`src/sv/i2cms_pkg.sv`:
```
// i2cms_pkg: command codes, delay lengths and stream widths for the i2c master
// bit sequencer; no dependencies
`default_nettype none

package i2cms_pkg;

  typedef enum logic [2:0] {
    CMD_IDLE  = 3'd0,
    CMD_START = 3'd1,
    CMD_STOP  = 3'd2,
    CMD_ACK   = 3'd3,
    CMD_NACK  = 3'd4,
    CMD_WRITE = 3'd5,
    CMD_READ  = 3'd6
  } cmd_e;

  localparam int unsigned UnitTicksW = 16;
  localparam logic [UnitTicksW-1:0] UnitTicksRst = 16'd16;

  localparam logic [2:0] UnitsLong  = 3'd4;
  localparam logic [2:0] UnitsShort = 3'd2;
  localparam logic [2:0] UnitsOne   = 3'd1;

  localparam logic [3:0] BitsPerByte = 4'd8;

  localparam int unsigned InDataW  = 16;
  localparam int unsigned OutDataW = 16;

endpackage

`default_nettype wire

```
`src/sv/i2c_master_bit_sequencer_core.sv`:
```
// i2c_master_bit_sequencer_core: one clock tick per request, drives scl/sda
// and reports busy, done and the read byte; depends on i2cms_pkg
// result: registered, valid in the cycle after the request is accepted
// throughput: 1 request per cycle, held only by back-pressure on the result
// register (a new request is taken while the result is being taken)
// reset: asynchronous, active low; idle, scl high, sda high and driven,
// unit_ticks back to 16
`default_nettype none

module i2c_master_bit_sequencer_core (
  input  wire                              clk_i,
  input  wire                              rst_ni,
  // config
  input  wire                              cfg_we_i,
  input  wire [i2cms_pkg::UnitTicksW-1:0]  cfg_wdata_i,
  // request stream
  input  wire                              s_axis_tvalid,
  output logic                             s_axis_tready,
  // [2:0] action, [10:3] write_byte, [11] sda_sample, [15:12] zero
  input  wire [i2cms_pkg::InDataW-1:0]     s_axis_tdata,
  // result stream
  output logic                             m_axis_tvalid,
  input  wire                              m_axis_tready,
  // [0] scl_level, [1] sda_level, [2] sda_drive, [3] busy_res, [4] done_res,
  // [12:5] read_data, [15:13] zero
  output logic [i2cms_pkg::OutDataW-1:0]   m_axis_tdata
);
  import i2cms_pkg::*;

  logic [UnitTicksW-1:0] unit_ticks_q;
  cmd_e                  cmd_q, cmd_d;
  logic [1:0]            phase_q, phase_d;
  logic [3:0]            bit_cnt_q, bit_cnt_d;
  logic [UnitTicksW-1:0] tick_cnt_q, tick_cnt_d;
  logic [2:0]            unit_cnt_q, unit_cnt_d;
  logic [7:0]            shift_q, shift_d;
  logic                  scl_q, scl_d, sda_q, sda_d, drv_q, drv_d;
  logic                  out_valid_q;
  logic [OutDataW-1:0]   out_data_q;

  logic [2:0]            in_action;
  logic [7:0]            in_wbyte;
  logic                  in_sda;
  logic                  req_fire;

  logic [UnitTicksW-1:0] lim;
  logic [UnitTicksW-1:0] tick_inc;
  logic                  tick_wrap;
  logic [2:0]            unit_inc;
  logic [2:0]            units;
  logic                  dly_done;
  logic                  fin;
  logic [3:0]            bit_inc;
  logic [7:0]            rd_byte;
  logic [OutDataW-1:0]   out_data_d;

  assign in_action = s_axis_tdata[2:0];
  assign in_wbyte  = s_axis_tdata[10:3];
  assign in_sda    = s_axis_tdata[11];

  assign s_axis_tready = !out_valid_q || m_axis_tready;
  assign req_fire      = s_axis_tvalid && s_axis_tready;
  assign m_axis_tvalid = out_valid_q;
  assign m_axis_tdata  = out_data_q;

  // delay unit counter
  assign lim       = (unit_ticks_q == '0) ? {{(UnitTicksW-1){1'b0}}, 1'b1} : unit_ticks_q;
  assign tick_inc  = tick_cnt_q + 1'b1;
  assign tick_wrap = tick_inc >= lim;
  assign unit_inc  = tick_wrap ? unit_cnt_q + 3'd1 : unit_cnt_q;
  assign bit_inc   = bit_cnt_q + 4'd1;

  always_comb begin
    unique case (cmd_q)
      CMD_START, CMD_STOP: units = UnitsLong;
      CMD_READ:            units = (phase_q == 2'd0) ? UnitsShort : UnitsOne;
      default:             units = UnitsShort;
    endcase
  end

  assign dly_done = unit_inc >= units;

  always_comb begin
    cmd_d      = cmd_q;
    phase_d    = phase_q;
    bit_cnt_d  = bit_cnt_q;
    tick_cnt_d = tick_cnt_q;
    unit_cnt_d = unit_cnt_q;
    shift_d    = shift_q;
    scl_d      = scl_q;
    sda_d      = sda_q;
    drv_d      = drv_q;
    fin        = 1'b0;

    if (cmd_q == CMD_IDLE) begin
      if (in_action != CMD_IDLE && in_action != 3'd7) begin
        cmd_d      = cmd_e'(in_action);
        phase_d    = 2'd0;
        bit_cnt_d  = '0;
        tick_cnt_d = '0;
        unit_cnt_d = '0;
        unique case (in_action)
          CMD_START: begin
            scl_d = 1'b1; sda_d = 1'b1; drv_d = 1'b1;
          end
          CMD_STOP: begin
            scl_d = 1'b1; sda_d = 1'b0; drv_d = 1'b1;
          end
          CMD_ACK: begin
            scl_d = 1'b0; sda_d = 1'b0; drv_d = 1'b1;
          end
          CMD_NACK: begin
            scl_d = 1'b0; sda_d = 1'b1; drv_d = 1'b1;
          end
          CMD_WRITE: begin
            scl_d   = 1'b0; drv_d = 1'b1;
            sda_d   = in_wbyte[7];
            shift_d = {in_wbyte[6:0], 1'b0};
          end
          default: begin
            scl_d   = 1'b0; sda_d = 1'b1; drv_d = 1'b0;
            shift_d = '0;
          end
        endcase
      end
    end else begin
      tick_cnt_d = tick_wrap ? '0 : tick_inc;
      unit_cnt_d = unit_inc;
      if (dly_done) begin
        tick_cnt_d = '0;
        unit_cnt_d = '0;
        unique case (cmd_q)
          CMD_START: begin
            if (phase_q == 2'd0) begin
              sda_d = 1'b0; phase_d = 2'd1;
            end else begin
              scl_d = 1'b0; fin = 1'b1;
            end
          end
          CMD_STOP: begin
            if (phase_q == 2'd0) begin
              sda_d = 1'b1; phase_d = 2'd1;
            end else begin
              fin = 1'b1;
            end
          end
          CMD_ACK, CMD_NACK: begin
            if (phase_q == 2'd0) begin
              scl_d = 1'b1; phase_d = 2'd1;
            end else begin
              scl_d = 1'b0; fin = 1'b1;
            end
          end
          CMD_WRITE: begin
            if (phase_q == 2'd0) begin
              scl_d = 1'b1; phase_d = 2'd1;
            end else if (phase_q == 2'd1) begin
              scl_d = 1'b0; phase_d = 2'd2;
            end else begin
              bit_cnt_d = bit_inc;
              if (bit_inc >= BitsPerByte) begin
                fin = 1'b1;
              end else begin
                sda_d   = shift_q[7];
                shift_d = {shift_q[6:0], 1'b0};
                phase_d = 2'd0;
              end
            end
          end
          CMD_READ: begin
            if (phase_q == 2'd0) begin
              scl_d   = 1'b1;
              shift_d = {shift_q[6:0], in_sda};
              phase_d = 2'd1;
            end else begin
              bit_cnt_d = bit_inc;
              if (bit_inc >= BitsPerByte) begin
                fin = 1'b1;
              end else begin
                scl_d   = 1'b0;
                phase_d = 2'd0;
              end
            end
          end
          default: fin = 1'b1;
        endcase
      end
      if (fin) begin
        cmd_d   = CMD_IDLE;
        phase_d = 2'd0;
      end
    end
  end

  assign rd_byte = (fin && cmd_q == CMD_READ) ? shift_d : 8'd0;

  assign out_data_d = {3'b000, rd_byte, fin, (cmd_d != CMD_IDLE), drv_d, sda_d, scl_d};

  always_ff @(posedge clk_i or negedge rst_ni) begin
    if (!rst_ni) begin
      unit_ticks_q <= UnitTicksRst;
      cmd_q        <= CMD_IDLE;
      phase_q      <= '0;
      bit_cnt_q    <= '0;
      tick_cnt_q   <= '0;
      unit_cnt_q   <= '0;
      shift_q      <= '0;
      scl_q        <= 1'b1;
      sda_q        <= 1'b1;
      drv_q        <= 1'b1;
      out_valid_q  <= 1'b0;
    end else begin
      if (cfg_we_i) begin
        unit_ticks_q <= cfg_wdata_i;
      end
      if (req_fire) begin
        cmd_q      <= cmd_d;
        phase_q    <= phase_d;
        bit_cnt_q  <= bit_cnt_d;
        tick_cnt_q <= tick_cnt_d;
        unit_cnt_q <= unit_cnt_d;
        shift_q    <= shift_d;
        scl_q      <= scl_d;
        sda_q      <= sda_d;
        drv_q      <= drv_d;
      end
      if (req_fire) begin
        out_valid_q <= 1'b1;
      end else if (m_axis_tready) begin
        out_valid_q <= 1'b0;
      end
    end
  end

  always_ff @(posedge clk_i) begin
    if (req_fire) begin
      out_data_q <= out_data_d;
    end
  end

endmodule

`default_nettype wire

```
`config.mk`:
```
export PLATFORM = sky130hd
export DESIGN_NAME = i2c_master_bit_sequencer_core
export DESIGN_NICKNAME = d
export VERILOG_FILES = /design/src/sv/i2cms_pkg.sv /design/src/sv/i2c_master_bit_sequencer_core.sv
export SDC_FILE = /design/constraint.sdc
export NUM_CORES = 1
export LEC_CHECK = 0
export ABC_CLOCK_PERIOD_IN_PS = 10100
export BUFFER_PORTS_ARGS = -buffer_cell sky130_fd_sc_hd__clkbuf_2
export CORE_UTILIZATION = 25
export DETAILED_ROUTE_END_ITERATION = 10
export GPL_ROUTABILITY_DRIVEN = 0
export HOLD_SLACK_MARGIN = 0.1
export SYNTH_ARGS = -nofsm -noshare
export SYNTH_HDL_FRONTEND = slang
export SYNTH_SLANG_ARGS = --single-unit
export TNS_END_PERCENT = 30
```
`constraint.sdc`:
```
create_clock -name clk_i -period 10.1 [get_ports clk_i]
set_input_delay 2.02 -clock clk_i [delete_from_list [all_inputs] [get_ports clk_i]]
set_output_delay 2.02 -clock clk_i [all_outputs]
set_load 0.02 [all_outputs]
```
======== Yosys cells after proc, flatten, opt, wreduce, memory -nomap -nowiden ========
Cells that the tools add are included.
word-level totals
  bits in writable memories ............... 0
  memories kept ........................... 0
  output and inout port bits .............. 18
  ROM bits ................................ 0
  logic and storage cells ................. 137
  input port bits ......................... 37
  latch bits .............................. 0
  flip-flop bits (word level) ............. 69
cells by class
  muxes and demuxes ....................... 75
  shifts and indexed selects .............. 0
  div/mod/pow operators ................... 0
  bitwise logic cells ..................... 0
  reduce and logical (&&, ||, !) cells .... 25
  magnitude comparators ................... 3
  multiply operators ...................... 0
  equality and inequality tests ........... 18
  add/subtract/negate cells ............... 3
operators with widths
  operator               number
  $mux 16                5
  $mux 8                 7
  $pmux 8 s2             2
  $mux 1                 31
  $mux 4                 6
  $mux 3                 7
  $mux 2                 10
  $add 16x1->16 const B  1
  $ge 16x16->1           1
  $logic_not 16->1       1
  $eq 3x3->1 const B     5
  $eq 3x2->1 const B     4
  $ne 3x3->1 const B     4
  $reduce_bool 3->1      4
  $pmux 4 s2             1
  $reduce_or 2->1        4
  $reduce_or 4->1        2
  $reduce_and 7->1       1
  $eq 3x1->1 const B     2
  $pmux 1 s3             2
  $pmux 2 s3             1
  $pmux 3 s2             1
  $reduce_and 5->1       1
  $reduce_bool 5->1      1
  17 further kinds       20

======== Depth between registers and ports, before layout ========
Gate-level depths: netlist of the first run.
  word-level depth ........................ 11
  mapped depth ............................ 22
  depth with buffers taken out ............ 19

======== Worst setup path after synthesis of the first run ========
OpenSTA, ideal clock, no wires.
  kind .................................... register to register
  start point ............................. register tick_cnt_q[2]
  end point ............................... register out_data_q[10], in the netlist m_axis_tdata[10] (data pin)
  library setup time ...................... 0.152 ns
  buffers on the path ..................... 3
  data required time ...................... 9.948 ns
  setup slack ............................. 5.670 ns
  data arrival time ....................... 4.279 ns
  clock period less this slack ............ 4.430 ns
  cell stages (with the launch flop) ...... 22
  cells stage by stage .................... dfrtp_1 -> and3_1 -> and3_1 -> buf_2 -> and3_1 -> and3_1 -> xor2_1 -> ha_1 -> a211oi_1 -> nor2_1 -> nor4_1 -> a21boi_2 -> buf_2 -> o21ai_0 -> ha_1 -> nand2_1 -> o21ai_1 -> o21ai_1 -> a21o_1 -> or2_0 -> clkbuf_1 -> a31oi_1
on the way
  word-level cells in the longest chain between the ends .. 8
  elaborated cells on any way between the ends .. 10
  those cells by class .................... add/sub: 1; order compare: 2; mux: 6; reduce/logical: 1
ends and longest elaborated chain
  what                    line                                  RTL
  from (decl)             i2c_master_bit_sequencer_core.sv:34   logic [UnitTicksW-1:0] tick_cnt_q, tick_cnt_d;
  from (signal assigned)  i2c_master_bit_sequencer_core.sv:220  tick_cnt_q <= tick_cnt_d;
  $add 16x1->16 (*)       i2c_master_bit_sequencer_core.sv:68   assign tick_inc = tick_cnt_q + 1'b1;
  $ge 16x16->1 (*)        i2c_master_bit_sequencer_core.sv:69   assign tick_wrap = tick_inc >= lim;
  $mux 3 (*)              i2c_master_bit_sequencer_core.sv:70   assign unit_inc = tick_wrap ? unit_cnt_q + 3'd1 : unit_cnt_q;
  $ge 3x3->1 (*)          i2c_master_bit_sequencer_core.sv:81   assign dly_done = unit_inc >= units;
  $mux 1                  i2c_master_bit_sequencer_core.sv:129  if (dly_done) begin
  $mux 1 (2 in a row)     i2c_master_bit_sequencer_core.sv:95   if (cmd_q == CMD_IDLE) begin
  $logic_and 1x1->1       i2c_master_bit_sequencer_core.sv:195  assign rd_byte = (fin && cmd_q == CMD_READ) ? shift_d : 8'd0;
  to (signal assigned)    i2c_master_bit_sequencer_core.sv:237  out_data_q <= out_data_d;
  to (decl)               i2c_master_bit_sequencer_core.sv:39   logic [OutDataW-1:0] out_data_q;
Mark *: on every way between the ends. The rest lies on a longest branch, timed or not. The select of a mux whose other input is x is not followed.
A chain may end at the register's enable or synchronous reset.

======== Worst setup path after layout of the first run ========
  start point ............................. register tick_cnt_q[2]
  end point ............................... register out_data_q[12], in the netlist m_axis_tdata[12] (data pin)
The elaborated chain is that of the path after synthesis.

==> results of run 1 <==
==> logic make-up (layout without fill, tap and decap cells) <==
logic type      after synthesis  count (layout)
compound gates              163             163
simple gates                137             137
buf+inv                      58              91
fa+ha+maj                    23              23
xor+xnor                     19              19
mux                           6               6
other cells                   1               3
flops                        69              69
==> sequential cells by signal (all words and copies together), names as in the netlist <==
name,cells
m_axis_tdata,13
shift_q,8
phase_q,2
cmd_q,3
bit_cnt_q,4
unit_cnt_q,3
scl_q,1
tick_cnt_q,16
sda_q,1
m_axis_tvalid,1
drv_q,1
unit_ticks_q,16
==> routing by layer <==
metal | GRT usage, % | part of all wire (%)
met5 | 0 | 0
met4 | 6.12 | 2.3
met1 | 16.2 | 45
met3 | 2.42 | 4.9
met2 | 19.4 | 48
==> worst min path at each step <==
stage          endpoint  slack (ns)  cells after the start
2_1_floorplan     drv_q        0.45                      2
5_1_grt           drv_q        0.51                      2
4_1_cts           drv_q        0.47                      2
3_5_place_dp      drv_q        0.46                      2
6_report          drv_q        0.47                      2
3_3_place_gp      drv_q        0.46                      2
==> layout by cell type, fill, tap and decap left out, drive strengths merged, types with 13 or more instances in the layout <==
| cell type | count |
|---|---|
| inv | 22 |
| clkbuf | 59 |
| nand2 | 47 |
| a31oi | 32 |
| edfxtp | 13 |
| ha | 22 |
| o21ai | 43 |
| dfrtp | 52 |
| nand3 | 19 |
| and3 | 14 |
| nor2 | 14 |
==> synth_stat cells (2+ instances only) <==
cell type,n
a211oi_1,11
a21o_1,11
a21oi_1,12
a221oi_1,7
a22o_1,9
a31oi_1,32
a32o_1,6
a32oi_1,2
and2_1,2
and3_1,14
buf_2,17
buf_4,3
clkbuf_1,14
dfrtp_1,52
dfstp_2,4
edfxtp_1,13
ha_1,22
inv_1,22
mux2_2,3
mux2i_1,2
nand2_1,47
nand2b_1,8
nand3_1,19
nand3b_1,8
nand4_1,2
nor2_1,14
nor2b_1,6
nor3_1,3
nor4_1,4
o211ai_1,10
o21a_1,4
o21ai_0,38
o21ai_1,4
o22ai_1,2
or2_0,2
or2_2,2
xnor2_1,10
xor2_1,9
==> cell type report <==
type	instances	area [um^2]	share of cell area, %
Clock buffer	12	268	5.24
Clock inverter	4	53.8	1.05
Inverter	23	86.3	1.69
Sequential cell	69	1800	35.2
Timing Repair Buffer	52	273	5.34
Tap cell	225	282	5.51
Multi-Input combinational cell	351	2350	46.0
==> per-stage QoR <==
stage               cell area (um^2)  hold slack [ns]  utilization [%]
floorplan                       4390            0.447                -
global placement                4780            0.459             27.9
detailed placement              4780            0.462             27.9
CTS                             5110            0.472             29.7
global route                    5110            0.506             29.7
finish                          5110            0.471             29.7
==> tightest hold or removal path, stage by stage, from the launching register on <==
cell     delay, ns
dfstp_2       0.37
nand2_1       0.05
nand2_1       0.05
==> where the power goes <==
| group | leakage, nW | switching (W) | internal (W) | total [W] |
|---|---|---|---|---|
| Clock | 0.150 | 0.000125 | 0.000213 | 0.000338 |
| Sequential | 0.830 | 0.0000867 | 0.000353 | 0.000440 |
| Combinational | 1.27 | 0.000264 | 0.000170 | 0.000434 |
| Total | 2.25 | 0.000475 | 0.000737 | 0.00121 |
==> impl_metrics.ini, run 1 <==
[clock_network]
clk_path_buf_depth = 2
clk_latency_ns = 0.35
cts_tree = built
numCtsBuffers = 9
cts.sinks = 69
postCtsHoldBufs = 0
clk_pin_slew_ns = 0.06
cts_root_buffer = clkbuf_16
cts_htree_levels = 3
ctsResizeCount = 0
cts_setup_buffers = 0

[placement]
io_buffers = 47
hpwl_um = 7420
pre_cts_slack_ns = 5.07
dp_cells = 720

[floorplan]
die_x_um = 134
die-area_um2 = 18100
core_um2 = 17200
die_y_um = 134
rows = 48
initial_core_util_pct = 25.5
io_pins = 55

[drt]
wl_per_cell_um = 14.9
drc = 0
vias = 3850
dr.first_iter.drc_count = 394
drtPass1Iterations = 5
wirelength_um = 10900
vias_per_cell = 5.23
ant_nets = 0

[flow_run]
cap_violations = 0

[sta]
period_needed_ns = 5.13
setup_viol = 0
fin_worst_skew_ns = 0.00961
hold_viol_final = 0
tightestPinTransition_ns = 0.918
slew_violations = 0
setup_tns_ns = 0
slew_headroom_pct = 38.4
rsz0062_at_grt = false
max_clock_freq_mhz = 195
post-route-period-util_pct = 50.8
setup_slack_ns = 4.97

[logic_synthesis]
synthFlopType = dfrtp_1
synth_top_family_by_area = compound AO/OA/AOI/OAI gates
synth-simple-area-share_pct = 15.9
synth_area_leaders = dfrtp_1 (30%), edfxtp_1 (8.9%), ha_1 (6.3%)
synth_top_area_share_pct = 29.7
synth_warnings = 0
ys_ff_latch = 69
synth_cell_types = 64
syn_area_um2 = 4380
ys_seq_area_share_pct = 41.0
synth_compound_area_share_pct = 25.4
syn_area_per_cell_um2 = 9.21
synth_top_area_cell = dfrtp_1
muxShareOfSynthArea_pct = 1.57
synth_xor_xnor_area_share_pct = 3.80
async_flop_share_pct = 81.2
synth_fa_ha_area_share_pct = 6.51
synth_edf_count = 13
synthesis.instances = 476

[critical_path]
slowest_stage = or2_0
critical_path_required_ns = 10.17
cp_data_arrival_time_ns = 5.20
r2r-start = tick_cnt_q[2]
startpoint = tick_cnt_q[2]
startpoint_type = register
cp_top_family = simple AND/OR/NAND/NOR gates
worstPathBufferInverterCount = 1
cp.depth = 20
critPathMostFrequentCell = and3_1
reg2reg_to = m_axis_tdata[12]
worstRegToRegCells = 20
r2r_setup_slack_ns = 4.97
cp_cell_sequence = and3_1 -> and3_1 -> and3_1 -> and3_1 -> xor2_1 -> ha_1 -> a211oi_1 -> nor2_1 -> nor4_1 -> a21boi_2 -> buf_4 -> nor2b_1 -> xnor2_1 -> ha_1 -> a21oi_1 -> o21ai_1 -> o21ai_1 -> a21o_1 -> or2_0 -> a31oi_1
critPathMaxStageDelay_ns = 0.47
endpoint_kind = register
crit_fanout = 33
path_class = reg2reg
crit_end = m_axis_tdata[12]

[global_routing]
grt_pass1_vias = 3593
globalRouteTotalUtil_pct = 12.4
grt_max_degree = 57
grt_pass1_wl_um = 17600
grt_overflow = 0
antenna_found_initial = 0

[power]
power.density_nw_per_um2 = 237
p_total_w = 0.00121
ir_worst_vdd_mv = 0.126
power_leakage_nw = 2.25

[final_layout]
finalNetCount = 565
diodes = 0
synthToLayoutAreaGrowth_pct = 16.5
final_layout_size_suffix_gt1_share_pct = 16.4
stdcell_count = 736
fill_cells = 1828

[min_path]
holdCritStartpoint = drv_q
timing.hold.worst.class = reg2reg

[status]
status = complete, no violations
Power figures use the tool's default switching activity.
==> run 2: changes to the inputs <==
ABC_CLOCK_PERIOD_IN_PS = 4200   (was 10100)
clock period = 4.2 ns   (was 10.1 ns; I/O delays follow)
==> run 2 against run 1 <==
  * Sequential cell count stayed put
  * Sequential share of layout area is 2.8 points lower
  * Global-route usage hardly changed
  * Hold slack hardly changed
  * Die area stayed put
  * Critical endpoint is now m_axis_tdata[8]
  * Non-clock buffer count is 35 higher
  * Combinational power grew to 2.9 times the previous value
  * The flow now finishes with violations (negative setup slack)
  * Via count is 1.7% higher
  * Largest power group is now combinational logic
  * Total power grew to 2.5 times the previous value
==> impl_metrics.ini, run 2 (synthesis gave the netlist of run 1 again) <==
[status]
status = finished, violations left
violations = negative setup slack

[drt]
vias = 3914
wirelength_um = 11100
ant_nets = 0
drc = 0
drtPass1Iterations = 4
dr.first_iter.drc_count = 219
wl_per_cell_um = 14.3
vias_per_cell = 5.08

[critical_path]
worstRegToRegCells = 20
startpoint_type = register
critPathMostFrequentCell = and3_4
cp_cell_sequence = and3_4 -> and3_4 -> and3_4 -> and3_4 -> xor2_2 -> ha_1 -> a211oi_2 -> nor2_1 -> nor4_2 -> a21boi_4 -> nor2b_1 -> xnor2_1 -> ha_1 -> nand2_2 -> o21ai_4 -> o21ai_2 -> a21o_1 -> or2_0 -> buf_6 -> a31oi_1
r2r_setup_slack_ns = -0.03
r2r-start = tick_cnt_q[4]
crit_fanout = 8
critPathMaxStageDelay_ns = 0.38
endpoint_kind = register
reg2reg_to = m_axis_tdata[8]
cp_data_arrival_time_ns = 4.40
path_class = reg2reg
slowest_stage = dfrtp_1
critical_path_required_ns = 4.38

[final_layout]
final_cell_mix = dfrtp_1 (52), clkbuf_2 (47), nand2_1 (45), o21ai_0 (35), buf_4 (35)
layout_commonest_cell = dfrtp_1
final_layout_size_suffix_gt1_share_pct = 26.6
finalNetCount = 600
synthToLayoutAreaGrowth_pct = 26.6
diodes = 0
fill_cells = 1776
stdcell_count = 771

[sta]
max_clock_freq_mhz = 237
setup_slack_ns = -0.0253
slew_violations = 0
tightestPinTransition_ns = 1.22
setup_viol = 6
period_needed_ns = 4.23
holdWs_ns = 0.471
post-route-period-util_pct = 101
hold_viol_final = 0
fin_worst_skew_ns = 0.00793
slew_headroom_pct = 18.5
rsz0062_at_grt = true

[placement]
dp_cells = 747
hpwl_um = 7660
io_buffers = 47

[power]
power.density_nw_per_um2 = 553
power_leakage_nw = 2.45
ir_worst_vdd_mv = 0.251

[clock_network]
postCtsHoldBufs = 0
numCtsBuffers = 9
clk_path_buf_depth = 2
cts_root_buffer = clkbuf_16
clk_pin_slew_ns = 0.06
clk_latency_ns = 0.34
cts_tree = built
cts.sinks = 69
cts_htree_levels = 3

[flow_run]
cap_violations = 0

[floorplan]
rows = 48
core_um2 = 17200
die_x_um = 134
io_pins = 55
initial_core_util_pct = 25.5
die-area_um2 = 18100
die_y_um = 134

[global_routing]
grt_pass1_vias = 3726
grt_overflow = 0
globalRouteTotalUtil_pct = 12.3
grt_max_degree = 40
grt_pass1_wl_um = 17900
antenna_found_initial = 0

[min_path]
timing.hold.worst.class = in2async
[run 2: cell types whose count changed in the layout (fill, tap and decap cells not counted), moves of 3 or more]
cell,delta
and3_1,-7
a31oi_1,-4
and3_4,+7
buf_4,+30
a31oi_4,+3
o21ai_0,-3
buf_6,+4
[run 2: power breakdown]
group | leakage [nW] | total, W | internal (W) | switching, W
Combinational | 1.47 | 0.00125 | 0.000544 | 0.000707
Sequential | 0.830 | 0.00105 | 0.000850 | 0.000205
Clock | 0.143 | 0.000764 | 0.000460 | 0.000304
Total | 2.45 | 0.00307 | 0.00185 | 0.00122
[run 2: cell type report]
cell class	count	area [um^2]	area share [%]
clock inverter	6	62.6	1.13
sequential	69	1800	32.4
inverter	23	86.3	1.56
tap	225	282	5.07
timing repair buffer	87	563	10.1
multi-input combinational	351	2530	45.6
clock buffer	10	229	4.13
[run 2: per-stage QoR]
step	utilization, %	area [um^2]	setup TNS, ns	setup WS (ns)	total power [W]
2_1_floorplan	-	4430	0	0.00311	0.00184
3_3_place_gp	29.3	5030	-1.64	-0.106	0.00215
3_5_place_dp	29.3	5030	-3.31	-0.137	0.00218
4_1_cts	31.7	5440	-0.0655	-0.0201	0.00302
5_1_grt	32.3	5550	-3.72	-0.166	0.00327
6_report	32.3	5550	-0.0898	-0.0253	0.00307
[run 2: worst max-delay path by stage]
stage | startpoint | depth (start not counted) | end
floorplan | tick_cnt_q[2] | 21 | m_axis_tdata[12]
CTS | tick_cnt_q[2] | 20 | m_axis_tdata[10]
detailed placement | tick_cnt_q[2] | 17 | m_axis_tdata[5]
global placement | tick_cnt_q[6] | 17 | m_axis_tdata[5]
global route | tick_cnt_q[4] | 20 | m_axis_tdata[12]
finish | tick_cnt_q[4] | 20 | m_axis_tdata[8]
[run 2: routing by layer]
layer	vias to the layer above	wire [um]	GRT usage, %
met5	-	0	0
met4	0	167	4.62
met3	15	591	2.76
met2	125	5240	20.4
met1	1880	5060	15.7
li1	1894	-	-
[run 2: critical path, delay by kind of cell, from the launching register on]
kind / cells / cell delay [ns]
and+or+nand+nor: 9 / 1.48
DFF: 1 / 0.38
adders and majority gates: 2 / 0.65
xor gates and xnor gates: 2 / 0.27
buffers and inverters: 1 / 0.16
AOI/OAI and AO/OA: 6 / 1.12
[run 2: timing repair]
action                                  CTS  global route
gates resized for setup                  18            15
buffers inserted                          1             7
pin swaps                                13            25
endpoints found under the setup margin   46            45
cloned                                    0             0
endpoints found under the hold margin     0             0
